**src/rtl/trq_ram.sv**
```systemverilog
// Generic simple dual-port RAM with one write port and one registered read port.
module trq_ram #(
  parameter int WIDTH = 8,
  parameter int DEPTH = 16
) (
  input  logic                                 clk,
  input  logic                                 we,
  input  logic [(DEPTH > 1 ? $clog2(DEPTH) : 1)-1:0] waddr,
  input  logic [WIDTH-1:0]                     wdata,
  input  logic [(DEPTH > 1 ? $clog2(DEPTH) : 1)-1:0] raddr,
  output logic [WIDTH-1:0]                     rdata
);

  logic [WIDTH-1:0] mem [DEPTH];

  always_ff @(posedge clk) begin
    if (we) begin
      mem[waddr] <= wdata;
    end
    rdata <= mem[raddr];
  end

endmodule

```
**config.mk**
```make
export PLATFORM = sky130hd
export DESIGN_NAME = trq_ram
export DESIGN_NICKNAME = d
export VERILOG_FILES = /design/src/rtl/trq_ram.sv
export SDC_FILE = /design/constraint.sdc
export NUM_CORES = 1
export LEC_CHECK = 0
export BUFFER_PORTS_ARGS = -buffer_cell sky130_fd_sc_hd__buf_2
export CORE_MARGIN = 8
export CORE_UTILIZATION = 40
export CTS_CLUSTER_DIAMETER = 30
export CTS_CLUSTER_SIZE = 16
export DETAILED_ROUTE_END_ITERATION = 8
export PLACE_DENSITY = 0.52
export SYNTH_ARGS = -nofsm -noshare
export SYNTH_HDL_FRONTEND = slang
export SYNTH_SLANG_ARGS = --single-unit
export TNS_END_PERCENT = 5
```
**constraint.sdc**
```tcl
create_clock -name clk -period 4.1 [get_ports clk]
set_clock_uncertainty 0.05 [all_clocks]
set_input_delay 0.205 -clock clk [delete_from_list [all_inputs] [get_ports clk]]
set_output_delay 0.205 -clock clk [all_outputs]
set_load 0.02 [all_outputs]
```
; Word-level counts from Yosys, hierarchy flattened
; Memory sizes are Yosys's and may differ from the RTL's. A register that Yosys moved wholly into a read port is not among the register bits.
; Index checks and enable logic that the tools add are counted.
[word_totals]
ram_bits = 128
word_cells = 3
n_memories = 1
regBits = 0
[classes]
muxes = 2
[memory_table]
columns = name, depth, word_bits, read_ports, rd_clocked_by_memory_dff, write_ports, line
row1 = mem, 16, 8, 1, 1, 1, 14  ; logic [WIDTH-1:0] mem [DEPTH];
[ops]
columns = cell, count
row1 = 1-bit two-way mux, 2

; Longest topological paths before layout
[depth]
ltp_word = 2
mapped_depth = 5
mapped_depth_nobuf = 3

; Least setup slack after synthesis
; Ideal clock, no wire load.
[synth_timing]
kind = input to register
start = input port waddr[2] (netlist bit)
end = memory mem[0][0] (enable)
setup_slack_ns = 2.352
setup_time_ns = 0.383
arrival_time_ns = 1.315
path_stages = 2
required_time_ns = 3.667
cell_sequence = or3b_2 -> nor3_1
[synth_rtl]
columns = element, line
row1 = "start, declared", 8  ; input logic [(DEPTH > 1 ? $clog2(DEPTH) : 1)-1:0] waddr,
row2 = "end, declared", 14
; Straight into the memory's write port.

==> results.md <==
- Register Area: between 4000 and 5000 um2
- Clk sinks: 136
- Period utilisation layout: 45.2%
- Required @ worst endpoint: 4.34 ns
- Final wirelength: 10.3 mm
- Initial Util: about two fifths
- CP Class: in -> reg
- Final GP Congestion: 0.670
- Number of DRC markers in iteration 0: between 200 and 250
- # diodes: 0
- Xor/xnor cell area share of the yosys netlist: 0%
- Cells along the critical path: buf_2 -> mux4_1 -> a22oi_1 -> nand2_1
- Sequential area share after synthesis: between 70% and 80%
- Worst Setup End Kind: register
- Crit path launch type: primary input
- Number of buffers created by CTS: 17
- Setup TNS: 0 ns
- Multi-input gate area: between 1000 and 1500 um2
- Max-capacitance violation count: 0
- Slowest cell delay on critical path: a little over 0.8 ns
- Maximum VDD drop: 0.217 mV
- Gr usage total: between 10% and 20%
- Area Growth Syn to Fin: 16.4%
- Layout cell share with drive strength beyond 1: approximately 28%
- Via count: roughly 2,400
- Via/cell ratio: 5.27
- Total placed instance area: 5420 um2
- Fill cell count: roughly 1,100
- Simple-gate share of the synthesized area: 3.18%
- Critical Path AT: approximately 2.1 ns
- Leakage: just under 2 nW
- Commonest non-fill, non-tap cell in the layout: edfxtp_1
- Synth cell types: 19
- Final Hold Viols: 0
- CP max FO: 32
- Mean area per synthesized cell: ~22 um2
- Area contributors post-synth: edfxtp_1 75%, mux4_2 7.9%, mux4_1 7.1%
- Worst skew pair latency: between 0.4 and 0.5 ns
- Post-CTS setup buffer count: 0
- # nets final: about 290
- Rows: 41
- CTS tree: done
- Fin area: between 5000 and 6000 um2
- P per Cell Area: roughly 520 nW/um2
- Largest net degree at the start of global routing: 33
- Post-synth top area cell: edfxtp_1
- RSZ-0062 raised after global routing: false
- Ys Warns: 0
- Final setup violating endpoints: 0
- Grt ovf: 0
- IO Count: 26
- Fin util: a little under half
- DP HPWL: 6.50 mm
- Total core area: between 10,000 and 15,000 um2
- Status: finished clean
- Clock slew at reported path FFs: around 0.060 ns
- Slew headroom: around a quarter
- Port Buffers: 25
- Die area: ~17,000 um2
- Die Height: between 100 and 150 um
- Clock buffer depth: 2
- Max Clk Rate: ~540 MHz
- Worst path slowest cell: buf_2
- Worst-margin pin slew: about 1.1 ns
- Synth Area in Compound Gates: around 2.3%
- Area share of fa/ha/maj cells after synthesis: 0%
- Area of the mapped netlist: about 5100 um2
- DRC violations left: 0
- Post-synth net total: 247
- Die width: approximately 130 um
- ANT nets after route: 0
- First-pass GRT wire length: 15.1 mm
- # resized after CTS: 0
- H-tree levels: 4
- Vias in the first global route: ~2,400
- Post-CTS Hold Fix Bufs: 0
- Mapped Cells: ~230
- Initial antenna violation count: 0
- Most frequent cells in the layout: 128 x edfxtp_1, 25 x buf_2, 18 x mux4_2
- Fin crit period: 1.85 ns
- Drt pass-1 iters: 4
- Final Max Slew Viols: 0
- Routed len/inst: 22.8 um
- Multiplexer share of the synthesized area: 15.0%
- Root Driver: clkbuf_16
- Share of the synthesized area in the top cell type: 74.7%
- Total power: between 3 and 4 mW
- Hold WC Path Type: in -> reg
- Largest family of logic cells by synthesized area: multiplexers
- Flops & latches, synth: 136
## synthesized netlist by cell type
master and number:
nand3_1 1, or3b_2 1, buf_6 3, edfxtp_1 128, a22oi_1 16, clkdlybuf4s25_2 3, mux4_2 18, and2_1 1
buf_4 1, nor2_1 13, nor2b_1 1, and2b_1 1, nand3b_1 2, nand2_1 9, nand2b_1 2, mux4_1 14
nor3_1 4, buf_2 3, dfxtp_1 8
## worst paths after layout
| check | from | depth (start not counted) | end | slack (ns) |
|---|---|---|---|---|
| max | raddr[0] | 4 | rdata[1] | 2.25 |
| min | wdata[3] | 1 | mem[1][3] | 0.12 |
| max reg2reg | mem[9][4] | 3 | rdata[4] | 2.68 |
| min reg2reg | mem[14][0] | 3 | rdata[0] | 0.62 |
## worst max-delay path: cells and delay by family
kind	cells	cell delay (ns)
buffers and inverters	1	0.81
AND/OR/NAND/NOR	1	0.08
AO/OA/AOI/OAI	1	0.30
multiplexers	1	0.66
## sequential cells by signal, indices dropped and copies added (netlist names)
name   cells
mem      128
rdata      8
## per-stage QoR
step                      hold slack (ns)  std cells  setup WS [ns]
final                               0.125        452           2.25
after global routing                0.130        452           2.09
after CTS                           0.120        451           2.19
after detailed placement            0.552        419           1.75
after global placement              0.542        419           1.74
after floorplan                     0.254        229           2.35
## layout make-up
type | instances | share of cell area, %
Timing Repair Buffer | 29 | 2.59
Multi-Input combinational cell | 83 | 17.6
Clock buffer | 17 | 7.10
Clock inverter | 15 | 2.28
Sequential cell | 136 | 66.8
Tap cell | 172 | 3.59
## power by group
part	leakage, nW	internal (mW)	switching, mW
combinational	0.492	0.0561	0.0905
sequential	1.22	1.56	0.0113
clock	0.269	0.882	0.545
## per-layer routing
layer	wire length (um)	global-route usage [%]
met5	0	0
met4	164	5.26
met3	730	3.99
met2	4770	19.9
met1	4630	17.4
## logic make-up (layout without fill, tap and decap cells)
kind of cell,after synthesis,count (layout)
AOI/OAI and AO/OA,16,16
muxes,32,32
and+or+nand+nor,35,35
DFF,136,136
buffers and inverters,10,61
(Power assumes the default switching activity.)
