File: src/rtl/trq_pkg.sv
// Shared widths, command codes and configuration register codes of the typed record queue.
package trq_pkg;

  localparam int KIND_W     = 3;
  localparam int TYPE_W     = 3;
  localparam int DATA_W     = 64;
  localparam int SEQ_W      = 6;
  localparam int OTYPE_W    = 2;
  localparam int TOTAL_W    = 9;
  localparam int TCOUNT_W   = 7;
  localparam int CFG_IDX_W  = 4;
  localparam int CFG_DATA_W = 7;
  localparam int SIZE_W     = 4;
  localparam int LIMIT_W    = 7;
  localparam int CFG_TYPES  = 4;

  localparam logic [KIND_W-1:0] KIND_PUSH      = 3'd0;
  localparam logic [KIND_W-1:0] KIND_READ_NEXT = 3'd1;
  localparam logic [KIND_W-1:0] KIND_READ_IDX  = 3'd2;
  localparam logic [KIND_W-1:0] KIND_REWIND    = 3'd3;
  localparam logic [KIND_W-1:0] KIND_CLEAR     = 3'd4;

  localparam logic [CFG_IDX_W-1:0] CFG_SIZE0  = 4'd0;
  localparam logic [CFG_IDX_W-1:0] CFG_LIMIT0 = 4'd4;
  localparam logic [CFG_IDX_W-1:0] CFG_END    = 4'd8;

  localparam logic [SIZE_W-1:0]  SIZE_RESET  = 4'd8;
  localparam logic [LIMIT_W-1:0] LIMIT_RESET = 7'd64;

endpackage

File: src/rtl/trq_cfg.sv
// Configuration registers: per-type payload size and record limit, looked up by type.
module trq_cfg #(
  parameter int MAX_PER_TYPE  = 64,
  parameter int PAYLOAD_BYTES = 8
) (
  input  logic                                      clk,
  input  logic                                      rst,
  input  logic                                      cfg_we,
  input  logic [trq_pkg::CFG_IDX_W-1:0]             cfg_index,
  input  logic [trq_pkg::CFG_DATA_W-1:0]            cfg_data,
  input  logic [trq_pkg::TYPE_W-1:0]                type_id,
  output logic [8*PAYLOAD_BYTES-1:0]                keep_mask,
  output logic [$clog2(MAX_PER_TYPE+1)-1:0]         type_limit
);

  localparam int CNT_W = $clog2(MAX_PER_TYPE + 1);
  localparam int LW    = (CNT_W > trq_pkg::LIMIT_W) ? CNT_W : trq_pkg::LIMIT_W;

  logic [trq_pkg::SIZE_W-1:0]  size_reg  [trq_pkg::CFG_TYPES];
  logic [trq_pkg::LIMIT_W-1:0] limit_reg [trq_pkg::CFG_TYPES];

  logic                        cfg_type;
  logic [trq_pkg::SIZE_W-1:0]  bytes_raw;
  logic [trq_pkg::SIZE_W-1:0]  bytes;
  logic [LW-1:0]               lim_raw;
  logic [LW-1:0]               lim;

  always_ff @(posedge clk) begin
    if (rst) begin
      for (int i = 0; i < trq_pkg::CFG_TYPES; i++) begin
        size_reg[i]  <= trq_pkg::SIZE_RESET;
        limit_reg[i] <= trq_pkg::LIMIT_RESET;
      end
    end else if (cfg_we) begin
      if (cfg_index < trq_pkg::CFG_LIMIT0) begin
        size_reg[cfg_index[1:0]] <= cfg_data[trq_pkg::SIZE_W-1:0];
      end else if (cfg_index < trq_pkg::CFG_END) begin
        limit_reg[cfg_index[1:0]] <= cfg_data[trq_pkg::LIMIT_W-1:0];
      end
    end
  end

  // Types without a register of their own keep the full payload and the full limit.
  assign cfg_type  = type_id < trq_pkg::TYPE_W'(trq_pkg::CFG_TYPES);
  assign bytes_raw = cfg_type ? size_reg[type_id[1:0]] : trq_pkg::SIZE_W'(PAYLOAD_BYTES);
  assign bytes     = (bytes_raw > trq_pkg::SIZE_W'(PAYLOAD_BYTES)) ?
                     trq_pkg::SIZE_W'(PAYLOAD_BYTES) : bytes_raw;
  assign lim_raw   = cfg_type ? LW'(limit_reg[type_id[1:0]]) : LW'(MAX_PER_TYPE);
  assign lim       = (lim_raw > LW'(MAX_PER_TYPE)) ? LW'(MAX_PER_TYPE) : lim_raw;
  assign type_limit = CNT_W'(lim);

  always_comb begin
    for (int b = 0; b < PAYLOAD_BYTES; b++) begin
      keep_mask[8*b +: 8] = (trq_pkg::SIZE_W'(b) < bytes) ? 8'hFF : 8'h00;
    end
  end

endmodule

File: config.mk
export PLATFORM = sky130hd
export DESIGN_NAME = trq_cfg
export DESIGN_NICKNAME = d
export VERILOG_FILES = /design/src/rtl/trq_pkg.sv /design/src/rtl/trq_cfg.sv
export SDC_FILE = /design/constraint.sdc
export NUM_CORES = 1
export LEC_CHECK = 0
export BUFFER_PORTS_ARGS = -buffer_cell sky130_fd_sc_hd__buf_2
export CORE_MARGIN = 5
export CORE_UTILIZATION = 54
export CTS_CLUSTER_DIAMETER = 60
export CTS_CLUSTER_SIZE = 28
export DETAILED_ROUTE_END_ITERATION = 6
export PLACE_DENSITY = 0.93
export RECOVER_POWER = 50
export SETUP_SLACK_MARGIN = 0.15
export SLEW_MARGIN = 20
export SYNTH_ARGS = -nofsm -noshare
export SYNTH_HDL_FRONTEND = slang
export SYNTH_SLANG_ARGS = --single-unit
File: constraint.sdc
create_clock -name clk -period 6.15 [get_ports clk]
set_input_delay 1.23 -clock clk [delete_from_list [all_inputs] [get_ports clk]]
set_output_delay 1.23 -clock clk [all_outputs]
set_load 0.01 [all_outputs]
Word-level counts from Yosys, hierarchy flattened

Memories as Yosys holds them, arrays and structs flattened.
Cells that the tools add are included.
Widths: inputs -> output; s select.

Output and inout port bits: 71
Bits in read-only memories: 0
Flip-flop bits (word level): 0
Memories: 2
Bits in latches: 0
Bits of input ports: 17
Logic and storage cells: 46
RAM bits: 44

Memory list:

| name      | depth | bits a word | read ports | clocked after memory_dff | write ports | RTL line      | RTL |
|---|---|---|---|---|---|---|---|
| limit_reg | 4     | 7           | 1          | 0                        | 4           | trq_cfg.sv:20 | `logic [trq_pkg::LIMIT_W-1:0] limit_reg [trq_pkg::CFG_TYPES];` |
| size_reg  | 4     | 4           | 1          | 0                        | 4           | trq_cfg.sv:19 | `logic [trq_pkg::SIZE_W-1:0] size_reg [trq_pkg::CFG_TYPES];` |

Shifts and indexed selects: 0
Equality and inequality tests: 0
Reduce and logical (&&, ||, !) cells: 2
Multiplexer cells: 29
Divide/modulo/power cells: 0
Add/sub/neg operators: 0
Bitwise gates (word level): 0
$mul: 0
$lt $le $gt $ge: 13

Operator list:

| cell               | number |
|---|---|
| $mux 8             | 8 |
| $mux 7             | 3 |
| $lt 3x4->1 const A | 4 |
| $mux 1             | 13 |
| $mux 4             | 3 |
| $lt 1x4->1 const A | 2 |
| $lt 2x4->1 const A | 2 |
| $gt 7x7->1 const B | 1 |
| $reduce_or 7->1    | 1 |
| $gt 4x4->1 const B | 1 |
| $lt 4x3->1 const B | 1 |
| $lt 4x4->1 const B | 1 |
| $mux 2             | 2 |
| $reduce_or 4->1    | 1 |
| $lt 3x3->1 const B | 1 |

Longest topological paths before layout

Depth in word-level cells: 8
Gate-level depth with buffers: 5
Depth with buffers taken out: 3

Least setup slack after synthesis

OpenSTA, ideal clock, no wires.

Path type: input to output
From: in type_id[1] in the netlist's numbering
To: out keep_mask[10]
Cell stages on the path: 5
Data required time: 4.920 ns
Slack: 2.359 ns
Arrival time: 2.561 ns
Path buffers: 2
Cell sequence: clkbuf_1 -> mux4_2 -> nor3_2 -> nand2b_1 -> buf_4

Longest elaborated chain between the ends: 6
Elaborated cells between the ends (all ways): 7
Those cells by class: order compare (3); mux (3); memory (1)

Ends and longest elaborated chain:

| item                                             | RTL line      | RTL |
|---|---|---|
| start, declared                                  | trq_cfg.sv:11 | `input logic [trq_pkg::TYPE_W-1:0] type_id,` |
| $lt 3x3->1 / $mem_v2 4x4 (equally long branches) | --            |  |
| $mux 4 *                                         | trq_cfg.sv:45 | `assign bytes_raw = cfg_type ? size_reg[type_id[1:0]] : trq_pkg::SIZE_W'(PAYLOAD_BYTES);` |
| $gt 4x4->1                                       | trq_cfg.sv:46 | `assign bytes = (bytes_raw > trq_pkg::SIZE_W'(PAYLOAD_BYTES)) ?` |
| $mux 4 *                                         | trq_cfg.sv:46 |  |
| $lt 1x4->1 *                                     | trq_cfg.sv:54 | `keep_mask[8*b +: 8] = (trq_pkg::SIZE_W'(b) < bytes) ? 8'hFF : 8'h00;` |
| $mux 8 *                                         | trq_cfg.sv:54 |  |
| end, declared                                    | trq_cfg.sv:12 | `output logic [8*PAYLOAD_BYTES-1:0] keep_mask,` |

Mark *: on every way between the ends. The rest lies on a longest branch, timed or not.

Final worst setup path

From: in type_id[0] in the netlist's numbering
To: out type_limit[5]

Longest elaborated chain between the ends: 4
Elaborated cells between the ends (all ways): 5
Those cells by class: order compare (2); mux (2); memory (1)

Ends and longest elaborated chain:

| item                                             | RTL line      | RTL |
|---|---|---|
| $lt 3x3->1 / $mem_v2 4x7 (equally long branches) | --            |  |
| $mux 7 *                                         | trq_cfg.sv:48 | `assign lim_raw = cfg_type ? LW'(limit_reg[type_id[1:0]]) : LW'(MAX_PER_TYPE);` |
| $gt 7x7->1                                       | trq_cfg.sv:49 | `assign lim = (lim_raw > LW'(MAX_PER_TYPE)) ? LW'(MAX_PER_TYPE) : lim_raw;` |
| $mux 7 *                                         | trq_cfg.sv:49 |  |
| end, declared                                    | trq_cfg.sv:13 | `output logic [$clog2(MAX_PER_TYPE+1)-1:0] type_limit` |

Marks and branches as above.

==> results.md <==
* WP data required at ~5 ns
* CTS buffer count at 5
* Core Util, Final at between 50% and 60%
* Final Hold Viols at 0
* Distinct cells, synth at 26
* Clock Pin Slew Worst Setup and Hold Paths at 0.08 ns
* FMAX at 250 MHz
* Gr ovfl total at 0
* CTS Buffer Depth at 2
* CTS H-tree lvls at 2
* Most frequent CP cell: buf_2
* Arr. time, crit path at around 2.8 ns
* Pre-CTS setup slack at 2.11 ns
* Largest net degree at the start of global routing at 14
* DP Cell Count at roughly 290
* Mapped Nets at 224
* Iter 0 DRT Violations at around 160
* Total global-route track usage at about 16%
* Result of the run: completed
* Final std cells w/o fill at approximately 300
* Commonest non-fill, non-tap cell in the layout: buf_2
* Pwr Density at 234 nW/µm²
* Die Wd at a little under 80 µm
* Syn avg cell area at ~13 µm²
* WS Path Type: input pin to primary output
* Detail Placement HPWL at around 3800 µm
* Nets at ~260
* Antenna Cells at 0
* Vias at 1571
* CP Capture Type: primary output
* Hold_buf cts at 0
* Gr busiest metal: met2
* DRT Wirelength at around 4900 µm
* Max cap viols at 0
* Area share of the largest cell type after synthesis at slightly above 50%
* Vias in the first global route at between 1000 and 1500
* TritonCTS clock tree: built
* Commonest non-fill, non-tap cells in the layout: 85 x buf_2, 44 x edfxtp_1, 26 x and2_0
* Post CTS Setup Buffer Count at 0
* Startpoint Class: input pin
* RSZ-0062 raised after global routing: no
* Max-slew headroom at 22.3%
* Hold path depth at 2
* Largest cells by area after synthesis: edfxtp_1 51%, buf_4 16%, and2_1 8.7%
* Met2 usage at a little over a quarter
* Hold Startpoint: cfg_data[6]
* Post-Syn Area at between 2000 and 3000 µm²
* Post-route minimum period at between 4 and 5 ns
* Wire per inst at roughly 17 µm
* PostCTS Resize Cnt at 0
* Worst vdd rail ir drop at roughly 0.084 mV
* Min-delay worst type: input pin to flop
* Cell taking the most area after synthesis: edfxtp_1
* Count of final setup violators at 0
* Post-synthesis sequential area ratio at roughly 51%
* GR Layer Usage met3 at 2.83%
* CTS Sinks at 44
* Post-route antenna net violation count at 0
* Leak Pwr at roughly 1 nW
* Post-Syn Instances at around 210
* Die extent in y at 79.2 µm
* First-pass GRT wire length at around 7700 µm
* Row count at 25
* Pins Over Slew Limit at 0
* Slew @ Worst Pin at roughly 1.2 ns
* Setup TNS at 0 ns
* Sink of the worst hold path: limit_reg[3][6]
* Drt drc at 0
* Layout fillers at 364
* Crit-path max FO at 11
* CTS root buffer: clkbuf_8
* Die Area at approximately 6300 µm²
* Setup ws final at 2.15 ns
* Port-buffer cells at 87
* Final period util at around 65%
* GP Congestion at 0.780
* Core ar. at approximately 4700 µm²
* Starting Density at a little under three fifths
* FF+latch count, synth at 44
* CP cell instances: buf_2 > mux4_2 > or2_0 > nor2b_1 > buf_2
* Via density at around 5.3
* IO Count at 88
* Synth Warn # at 0
* Layout cells sized above 1 at about 43%
* Slowest cell on the critical path: mux4_2
* M1 GR Usage at 20.3%
* TritonRoute pass-1 iters at 4
* Worst hold slack at ~1.3 ns
* Max reg flops at 28
* Area Growth Syn to Fin at 4.45%
* Initial antenna violation count at 0
* Critical path's largest stage delay at roughly 0.53 ns
## cell families (layout without fill, tap and decap cells)
family	after synthesis	after routing	synth area share (%)
AND/OR/NAND/NOR	80	80	18.8
buffers and inverters	65	98	18.2
flip-flops	44	44	51.0
multiplexers	11	11	10.0
AO/OA/AOI/OAI	7	7	2.03
## cell usage after synthesis (all sizes together)
cell / number
o31ai: 2
a41o: 2
nor3: 4
or4b: 1
nand2: 8
nand3b: 1
nand3: 1
mux4: 11
edfxtp: 44
nor2: 6
clkbuf: 3
o21ai: 3
inv: 4
and2: 36
or2: 4
nor2b: 7
nand4bb: 1
buf: 58
or3: 4
nor4b: 1
nand2b: 6
## power by group
part           total [W]  internal [W]  switching, W
Combinational   0.000109     0.0000449     0.0000638
Clock           0.000171     0.0000769     0.0000945
Sequential      0.000352      0.000347    0.00000463
## worst max-delay path, delay by kind of cell
| family | cells | cell delay (ns) |
|---|---|---|
| simple gates | 2 | 0.55 |
| mux | 1 | 0.53 |
| buf+inv | 2 | 0.46 |
## stage by stage
stage          total power, W  area (µm²)
2_1_floorplan        0.000455        2590
3_5_place_dp         0.000470        2640
6_report             0.000632        2700
3_3_place_gp         0.000467        2640
4_1_cts              0.000637        2720
5_1_grt              0.000658        2700
## metal layers
| layer | vias up | wire (µm) |
|---|---|---|
| li1 | 734 | - |
| met1 | 745 | 1990 |
| met2 | 85 | 2380 |
| met3 | 7 | 408 |
| met4 | 0 | 90 |
| met5 | - | 0 |
## how the worst max path moves through the flow
stage | from | to | slack (ns)
floorplan | type_id[1] | keep_mask[10] | 2.36
global route | type_id[0] | keep_mask[4] | 1.92
detailed placement | type_id[0] | keep_mask[33] | 2.11
finish | type_id[0] | type_limit[5] | 2.15
CTS | type_id[0] | keep_mask[33] | 2.11
global placement | type_id[0] | keep_mask[33] | 2.16
## cell type report
| cell class | instances | area [µm²] | area share (%) |
|---|---|---|---|
| Clock inverter | 2 | 12.5 | 0.463 |
| Clock buffer | 5 | 68.8 | 2.55 |
| Sequential cell | 44 | 1320 | 48.9 |
| Multi-Input combinational cell | 98 | 786 | 29.1 |
| Tap cell | 54 | 67.6 | 2.50 |
| Timing Repair Buffer | 87 | 433 | 16.0 |
| Inverter | 4 | 15.0 | 0.555 |
Note: power is estimated with default switching activity, not from simulation.
